File: src/hdl/imm_pkg.sv
// Package for the integer matrix multiply core: command codes, register
// indexes, word structs and fixed field widths. No dependencies.

package imm_pkg;

	localparam int IDX_W      = 4;   // row and column fields of a word
	localparam int IN_VAL_W   = 16;  // element value field
	localparam int ACC_W      = 36;  // product value field
	localparam int CFG_W      = 5;   // dimension registers
	localparam int CFG_IDX_W  = 2;
	localparam int RESULT_CAP = 16;  // most results one compute returns

	typedef enum logic [1:0] {
		CMD_LOAD_A  = 2'd0,
		CMD_LOAD_B  = 2'd1,
		CMD_COMPUTE = 2'd2,
		CMD_NONE    = 2'd3
	} cmd_t;

	typedef enum logic [CFG_IDX_W-1:0] {
		REG_ROWS_A    = 2'd0,
		REG_INNER_DIM = 2'd1,
		REG_COLS_B    = 2'd2,
		REG_UNUSED    = 2'd3
	} reg_idx_t;

	typedef struct packed {
		cmd_t                        command;
		logic [IDX_W-1:0]            row_index;
		logic [IDX_W-1:0]            col_index;
		logic signed [IN_VAL_W-1:0]  element_value;
	} in_word_t;

	typedef struct packed {
		logic [IDX_W-1:0]            product_col;
		logic signed [ACC_W-1:0]     product_value;
		logic                        last_in_row;
	} out_word_t;

	// control that travels down the cell chain with each A element
	typedef struct packed {
		logic valid;
		logic last;
	} chain_ctl_t;

endpackage

File: src/hdl/imm_ram.sv
// Generic single-write, single-read RAM with registered read data.
// No package dependency.

module imm_ram #(
	parameter int WIDTH = 16,
	parameter int DEPTH = 256
) (
	input  logic                     clk,
	input  logic                     we,
	input  logic [$clog2(DEPTH)-1:0] waddr,
	input  logic [WIDTH-1:0]         wdata,
	input  logic [$clog2(DEPTH)-1:0] raddr,
	output logic [WIDTH-1:0]         rdata
);

	logic [WIDTH-1:0] mem_q [DEPTH];

	always_ff @(posedge clk) begin
		if (we) begin
			mem_q[waddr] <= wdata;
		end
		rdata <= mem_q[raddr];
	end

endmodule

File: src/hdl/imm_cell.sv
// One column cell of the multiply chain: owns one column of B in a local RAM,
// takes A elements from its left neighbor, accumulates the dot product.
// Depends on imm_pkg and imm_ram.

module imm_cell #(
	parameter int EW   = 16,
	parameter int IDXW = 4
) (
	input  logic                          clk,
	input  logic                          arst_n,
	input  logic                          clear,
	input  imm_pkg::chain_ctl_t           in_ctl,
	input  logic [IDXW-1:0]               in_k,
	input  logic signed [EW-1:0]          in_a,
	input  logic                          b_we,
	input  logic [IDXW-1:0]               b_waddr,
	input  logic [EW-1:0]                 b_wdata,
	output imm_pkg::chain_ctl_t           out_ctl,
	output logic [IDXW-1:0]               out_k,
	output logic signed [EW-1:0]          out_a,
	output logic                          done,
	output logic signed [imm_pkg::ACC_W-1:0] acc
);

	import imm_pkg::*;

	localparam int PW = (2 * EW > ACC_W) ? 2 * EW : ACC_W;

	chain_ctl_t              ctl_q;
	logic [IDXW-1:0]         k_q;
	logic signed [EW-1:0]    a_q;
	logic [EW-1:0]           b_rd;
	logic signed [2*EW-1:0]  prod_s1;
	logic                    pv_s1;
	logic                    pl_s1;
	logic signed [PW-1:0]    prod_ext;
	logic signed [ACC_W-1:0] acc_q;
	logic                    done_q;

	// column of B, indexed by row k
	imm_ram #(
		.WIDTH(EW),
		.DEPTH(1 << IDXW)
	) u_col_ram (
		.clk  (clk),
		.we   (b_we),
		.waddr(b_waddr),
		.wdata(b_wdata),
		.raddr(in_k),
		.rdata(b_rd)
	);

	always_ff @(posedge clk or negedge arst_n) begin
		if (!arst_n) begin
			ctl_q  <= '0;
			pv_s1  <= 1'b0;
			pl_s1  <= 1'b0;
			done_q <= 1'b0;
		end else begin
			ctl_q  <= in_ctl;
			pv_s1  <= ctl_q.valid;
			pl_s1  <= ctl_q.valid & ctl_q.last;
			done_q <= pv_s1 & pl_s1;
		end
	end

	// a_q lines up with the B word read at in_k
	always_ff @(posedge clk) begin
		k_q     <= in_k;
		a_q     <= in_a;
		prod_s1 <= a_q * signed'(b_rd);
	end

	assign prod_ext = PW'(prod_s1);

	always_ff @(posedge clk) begin
		if (clear) begin
			acc_q <= '0;
		end else if (pv_s1) begin
			acc_q <= acc_q + prod_ext[ACC_W-1:0];
		end
	end

	assign out_ctl = ctl_q;
	assign out_k   = k_q;
	assign out_a   = a_q;
	assign done    = done_q;
	assign acc     = acc_q;

endmodule

File: config.mk
export PLATFORM = sky130hd
export DESIGN_NAME = imm_cell
export DESIGN_NICKNAME = d
export VERILOG_FILES = /design/src/hdl/imm_pkg.sv /design/src/hdl/imm_ram.sv /design/src/hdl/imm_cell.sv
export SDC_FILE = /design/constraint.sdc
export NUM_CORES = 1
export LEC_CHECK = 0
export BUFFER_PORTS_ARGS = -buffer_cell sky130_fd_sc_hd__clkbuf_2
export CAP_MARGIN = 20
export CORE_MARGIN = 2
export CORE_UTILIZATION = 57
export CTS_BUF_LIST = sky130_fd_sc_hd__clkbuf_16
export CTS_CLUSTER_DIAMETER = 60
export DETAILED_ROUTE_END_ITERATION = 7
export HOLD_SLACK_MARGIN = 0.15
export PLACE_DENSITY_LB_ADDON = 0.12
export RECOVER_POWER = 50
export SKIP_CTS_REPAIR_TIMING = 1
export SLEW_MARGIN = 20
export SYNTH_ARGS = -nofsm -noshare
export SYNTH_HDL_FRONTEND = slang
export SYNTH_SLANG_ARGS = --single-unit
File: constraint.sdc
create_clock -name clk -period 7.2 [get_ports clk]
set_clock_uncertainty 0.1 [all_clocks]
set_input_delay 1.08 -clock clk [delete_from_list [all_inputs] [get_ports clk]]
set_output_delay 1.08 -clock clk [all_outputs]
set_load 0.01 [all_outputs]
-- Yosys cells after proc, flatten, opt, wreduce, memory -nomap -nowiden
Memories as Yosys holds them, arrays and structs flattened. A register that Yosys moved wholly into a read port is not among the register bits.
Index checks and enable logic that the tools add are counted.
- register bits: 93
- RAM bits: 256
- input port bits: 46
- output and inout port bits: 59
- word-level logic and storage cells: 16
- memories kept: 1
- add/subtract/negate cells: 1
- multipliers: 1
- muxes and demuxes: 2
- bitwise logic cells: 2
- memories (memory ; depth ; bits a word ; read ports ; clocked after Yosys merged registers in ; write ports ; RTL line ; source):
    u_col_ram.mem_q ; 16 ; 16 ; 1 ; 1 ; 1 ; imm_ram.sv:16 ; logic [WIDTH-1:0] mem_q [DEPTH];
- operator list (cell ; number):
    $add A36 B36 Y36 ; 1
    $mul A16 B16 Y32 ; 1
    $and A1 B1 Y1 ; 2
    $mux W1 ; 2

-- Logic depth before layout (Yosys ltp)
- word-level depth: 2
- gate-level depth with buffers: 25
- depth with buffers taken out: 24

-- Modules after synthesis
A second synthesis with hierarchy kept.
- cell total of the unflattened synthesis: 1961
- area total of the unflattened synthesis: 24101.9 um^2
- by module, submodules not included (module ; instances ; cells an instance ; area each (um^2) ; seq. area each (um^2)):
    imm_cell ; 1 ; 1529 ; 14058.5 ; 1886.8
    imm_ram ; 1 ; 432 ; 10043.4 ; 8007.7

-- Least setup slack after synthesis
No wires, ideal clock.
- path type: register to register
- start: register a_q[10], in the netlist out_a[10]
- end: register prod_s1[31]
- setup time: 0.072 ns
- arrival time: 5.867 ns
- required time: 7.028 ns
- setup slack: 1.161 ns
- cell stages (with the launch flop): 21
- buffers on the path: 1
- period minus slack after synthesis: 6.039 ns
- cell sequence: dfxtp_1 clkbuf_1 nand2_1 fa_1 fa_1 fa_1 fa_1 inv_1 fa_1 inv_1 fa_1 inv_1 ha_1 a21o_1 or4_1 o22a_1 a21oi_1 o21ai_1 a311o_1 a21oi_1 xnor2_1
- cells in the longest elaborated chain, start to end: 1
- RTL lines (element ; RTL line ; source):
    from (decl) ; imm_cell.sv:31 ; logic signed [EW-1:0] a_q;
    from (signal assigned) ; imm_cell.sv:70 ; a_q <= in_a;
    $mul A16 B16 Y32 ; imm_cell.sv:71 ; prod_s1 <= a_q * signed'(b_rd);
    to (signal assigned) ; imm_cell.sv:71 ;
    to (decl) ; imm_cell.sv:33 ; logic signed [2*EW-1:0] prod_s1;
No other way between the ends.
A chain may end at the register's enable or synchronous reset.

-- Final worst setup path
- start: register a_q[6], in the netlist out_a[6]
- end: register prod_s1[31]
The elaborated chain is that of the path after synthesis.

==> impl_metrics.json <==
{
  "outcome": "finished with violations",
  "violations": "capacitance limit, slew limit",
  "rrSetupSlack_ns": 0.68,
  "worst_pin_slew_ns": 3.952,
  "drc_errors": 0,
  "grt_pass1_wl_mm": 81.79,
  "num_vias": 14210,
  "antenna_cells": 0,
  "grt_antenna_before_repair": 0,
  "die_h_um": 209.2,
  "grt_pass1_vias": 15210,
  "die_x_um": 209.2,
  "syn_nets": 2335,
  "grt_usage_pct": 24.16,
  "clkLatencyLatePin_ns": 0.59,
  "drtAntennaViolNets": 0,
  "drt-wirelength-per-cell_um": 19.42,
  "synthCells": 1909,
  "io_buffer_count": 104,
  "reg2reg_depth": 20,
  "fmax_ghz": 0.1534,
  "grt_max_degree": 66,
  "syn_area_mm2": 0.02401,
  "tns_ns": 0,
  "first_pass_iters": 5,
  "fin_nets": 2445,
  "cts_tree": "yes",
  "ys_async_sr_fraction_pct": 1.370,
  "cp_data_required_time_ns": 7.62,
  "clockRootBuffer": "clkbuf_16",
  "ys_types": 78,
  "syn2layout_area_growth_pct": 10.16,
  "cts_buffer_depth": 3,
  "start_kind": "flop",
  "grt_setup_unrepaired": "false",
  "min_path_type": "in2async",
  "drtIter0Drc": 924,
  "relSlewSlack_pct": -163.5,
  "cts_sinks": 365,
  "place.gp.congestion": 0.8420,
  "cts_buffers": 41,
  "crit_path_max_fanout": 17,
  "htree_levels": 2,
  "start_util_pct": 57.49,
  "crit_path_cell_trace": "and2_1 -> fa_1 -> inv_1 -> fa_1 -> fa_1 -> fa_1 -> inv_1 -> fa_1 -> inv_1 -> fa_1 -> inv_1 -> ha_1 -> a21o_1 -> or4_1 -> o22a_1 -> a21oi_1 -> o21ai_1 -> a311o_1 -> a21oi_1 -> xnor2_1",
  "drv_cap": 4,
  "io_pins": 105,
  "setup_viol": 0,
  "critPathBufInv": 4,
  "crit_family": "adder cells",
  "viasPerCell": 5.488,
  "critical-path-max-stage-delay_ns": 0.74,
  "layout-drive-gt1-share_pct": 12.68,
  "post-route-period-util_pct": 90.55,
  "critPathArrivalTime_ns": 6.94,
  "hold_viol": 0,
  "routed_wl_mm": 50.30,
  "synth.avg_cell_area_um2": 12.58,
  "cpMostUsedCell": "fa_1",
  "synth-edff-count": 256,
  "seq_area_frac_synth_pct": 41.22,
  "timing.rr.end": "prod_s1[31]",
  "worstSetupPathType": "reg2reg",
  "end_kind": "flop",
  "clk_pin_slew_ns": 0.06,
  "synth_warnings": 0,
  "yosys_register_bits": 365,
  "row_count": 75,
  "gr-total-overflow": 0,
  "core_mm2": 0.04176,
  "fin_crit_ns": 6.520,
  "r2r_start": "out_a[6]",
  "synth_ff_type": "edfxtp_1",
  "dieArea_mm2": 0.04378,
  "dp_hpwl_mm": 36.58,
  "drv_slew": 151,
  "slowest_stage": "dfxtp_1"
}
-- state kept, by name, summed over array words and instances (netlist names) --
signal,flops
out_ctl,2
pv_s1,1
out_k,4
out_a,16
prod_s1,32
done,1
acc,36
u_col_ram.mem_q,256
pl_s1,1
u_col_ram.rdata,16
-- metal layers --
| layer | routed length, µm | global-route usage (%) |
|---|---|---|
| met1 | 21240 | 31.58 |
| met2 | 25270 | 41.72 |
| met3 | 2253 | 3.787 |
| met4 | 1540 | 7.833 |
| met5 | 0 | 0 |
-- layout make-up --
type / instances / area, µm²
clock buffers: 41 / 1026
clock inverters: 34 / 307.8
fillers: 3207 / 15310
inverters: 322 / 1209
multi-input cells: 1158 / 12660
flip-flops and latches: 365 / 9894
well taps: 539 / 674.4
repair buffers: 131 / 669.4
-- synth_stat cells, drive strengths merged (8+ instances only) --
library cell  number  share of area [%]
a21oi             60                1.3
o21ai             23               0.53
nand2            158                2.5
dfxtp            104                8.7
xnor2             41                1.5
edfxtp           256                 32
nand2b            10               0.26
ha               117                6.1
clkbuf            49               0.77
mux4              80                7.5
nor2              71                1.1
fa               263                 22
nor3              17               0.38
mux2i             16               0.67
inv              321                5.0
and3              10               0.26
nor2b              8               0.21
a21o              31               0.97
nand3             12               0.25
and2             127                3.3
xor2              19               0.69
buf               15               0.27
-- through the flow --
step	area (µm²)	setup slack [ns]	cells	hold WS [ns]	util, %
2_1_floorplan	24010	1.161	1909	0.3281	-
3_3_place_gp	25180	0.7657	2515	0.2855	60.29
3_5_place_dp	25180	0.6682	2515	0.2814	60.29
4_1_cts	26510	0.6590	2590	0.2010	63.49
5_1_grt	26450	0.3784	2590	0.2556	63.33
6_report	26450	0.6801	2590	0.2593	63.33
-- layout by cell type (no fill, tap or decap), drive strengths merged, types with 41 or more instances in the layout --
| cell type | n |
|---|---|
| mux4 | 80 |
| xnor2 | 41 |
| inv | 332 |
| nor2 | 71 |
| and2 | 127 |
| clkbuf | 150 |
| dfxtp | 104 |
| edfxtp | 256 |
| fa | 263 |
| nand2 | 158 |
| ha | 117 |
| a21oi | 60 |
-- cells by family (layout without fill, tap and decap cells) --
| group | count (synthesis) | after routing | synth area share (%) |
|---|---|---|---|
| AOI/OAI and AO/OA | 176 | 176 | 5.014 |
| muxes | 98 | 98 | 8.266 |
| xor gates and xnor gates | 60 | 60 | 2.189 |
| DFF | 365 | 365 | 41.22 |
| and+or+nand+nor | 444 | 444 | 9.215 |
| buffers and inverters | 386 | 528 | 6.072 |
| adders and majority gates | 380 | 380 | 28.03 |
-- how the worst max path moves through the flow --
stage	slack, ns	end	cells after the start	start
final	0.68	prod_s1[31]	20	out_a[6]
after global routing	0.38	prod_s1[31]	20	out_a[6]
after CTS	0.66	prod_s1[31]	20	out_a[7]
after detailed placement	0.67	prod_s1[31]	20	out_a[7]
after global placement	0.77	prod_s1[31]	20	out_a[5]
after floorplan	1.16	prod_s1[31]	20	out_a[10]
Power is not shown: default switching activity piles up to over one toggle a cycle in this logic, so the estimate is an artifact.
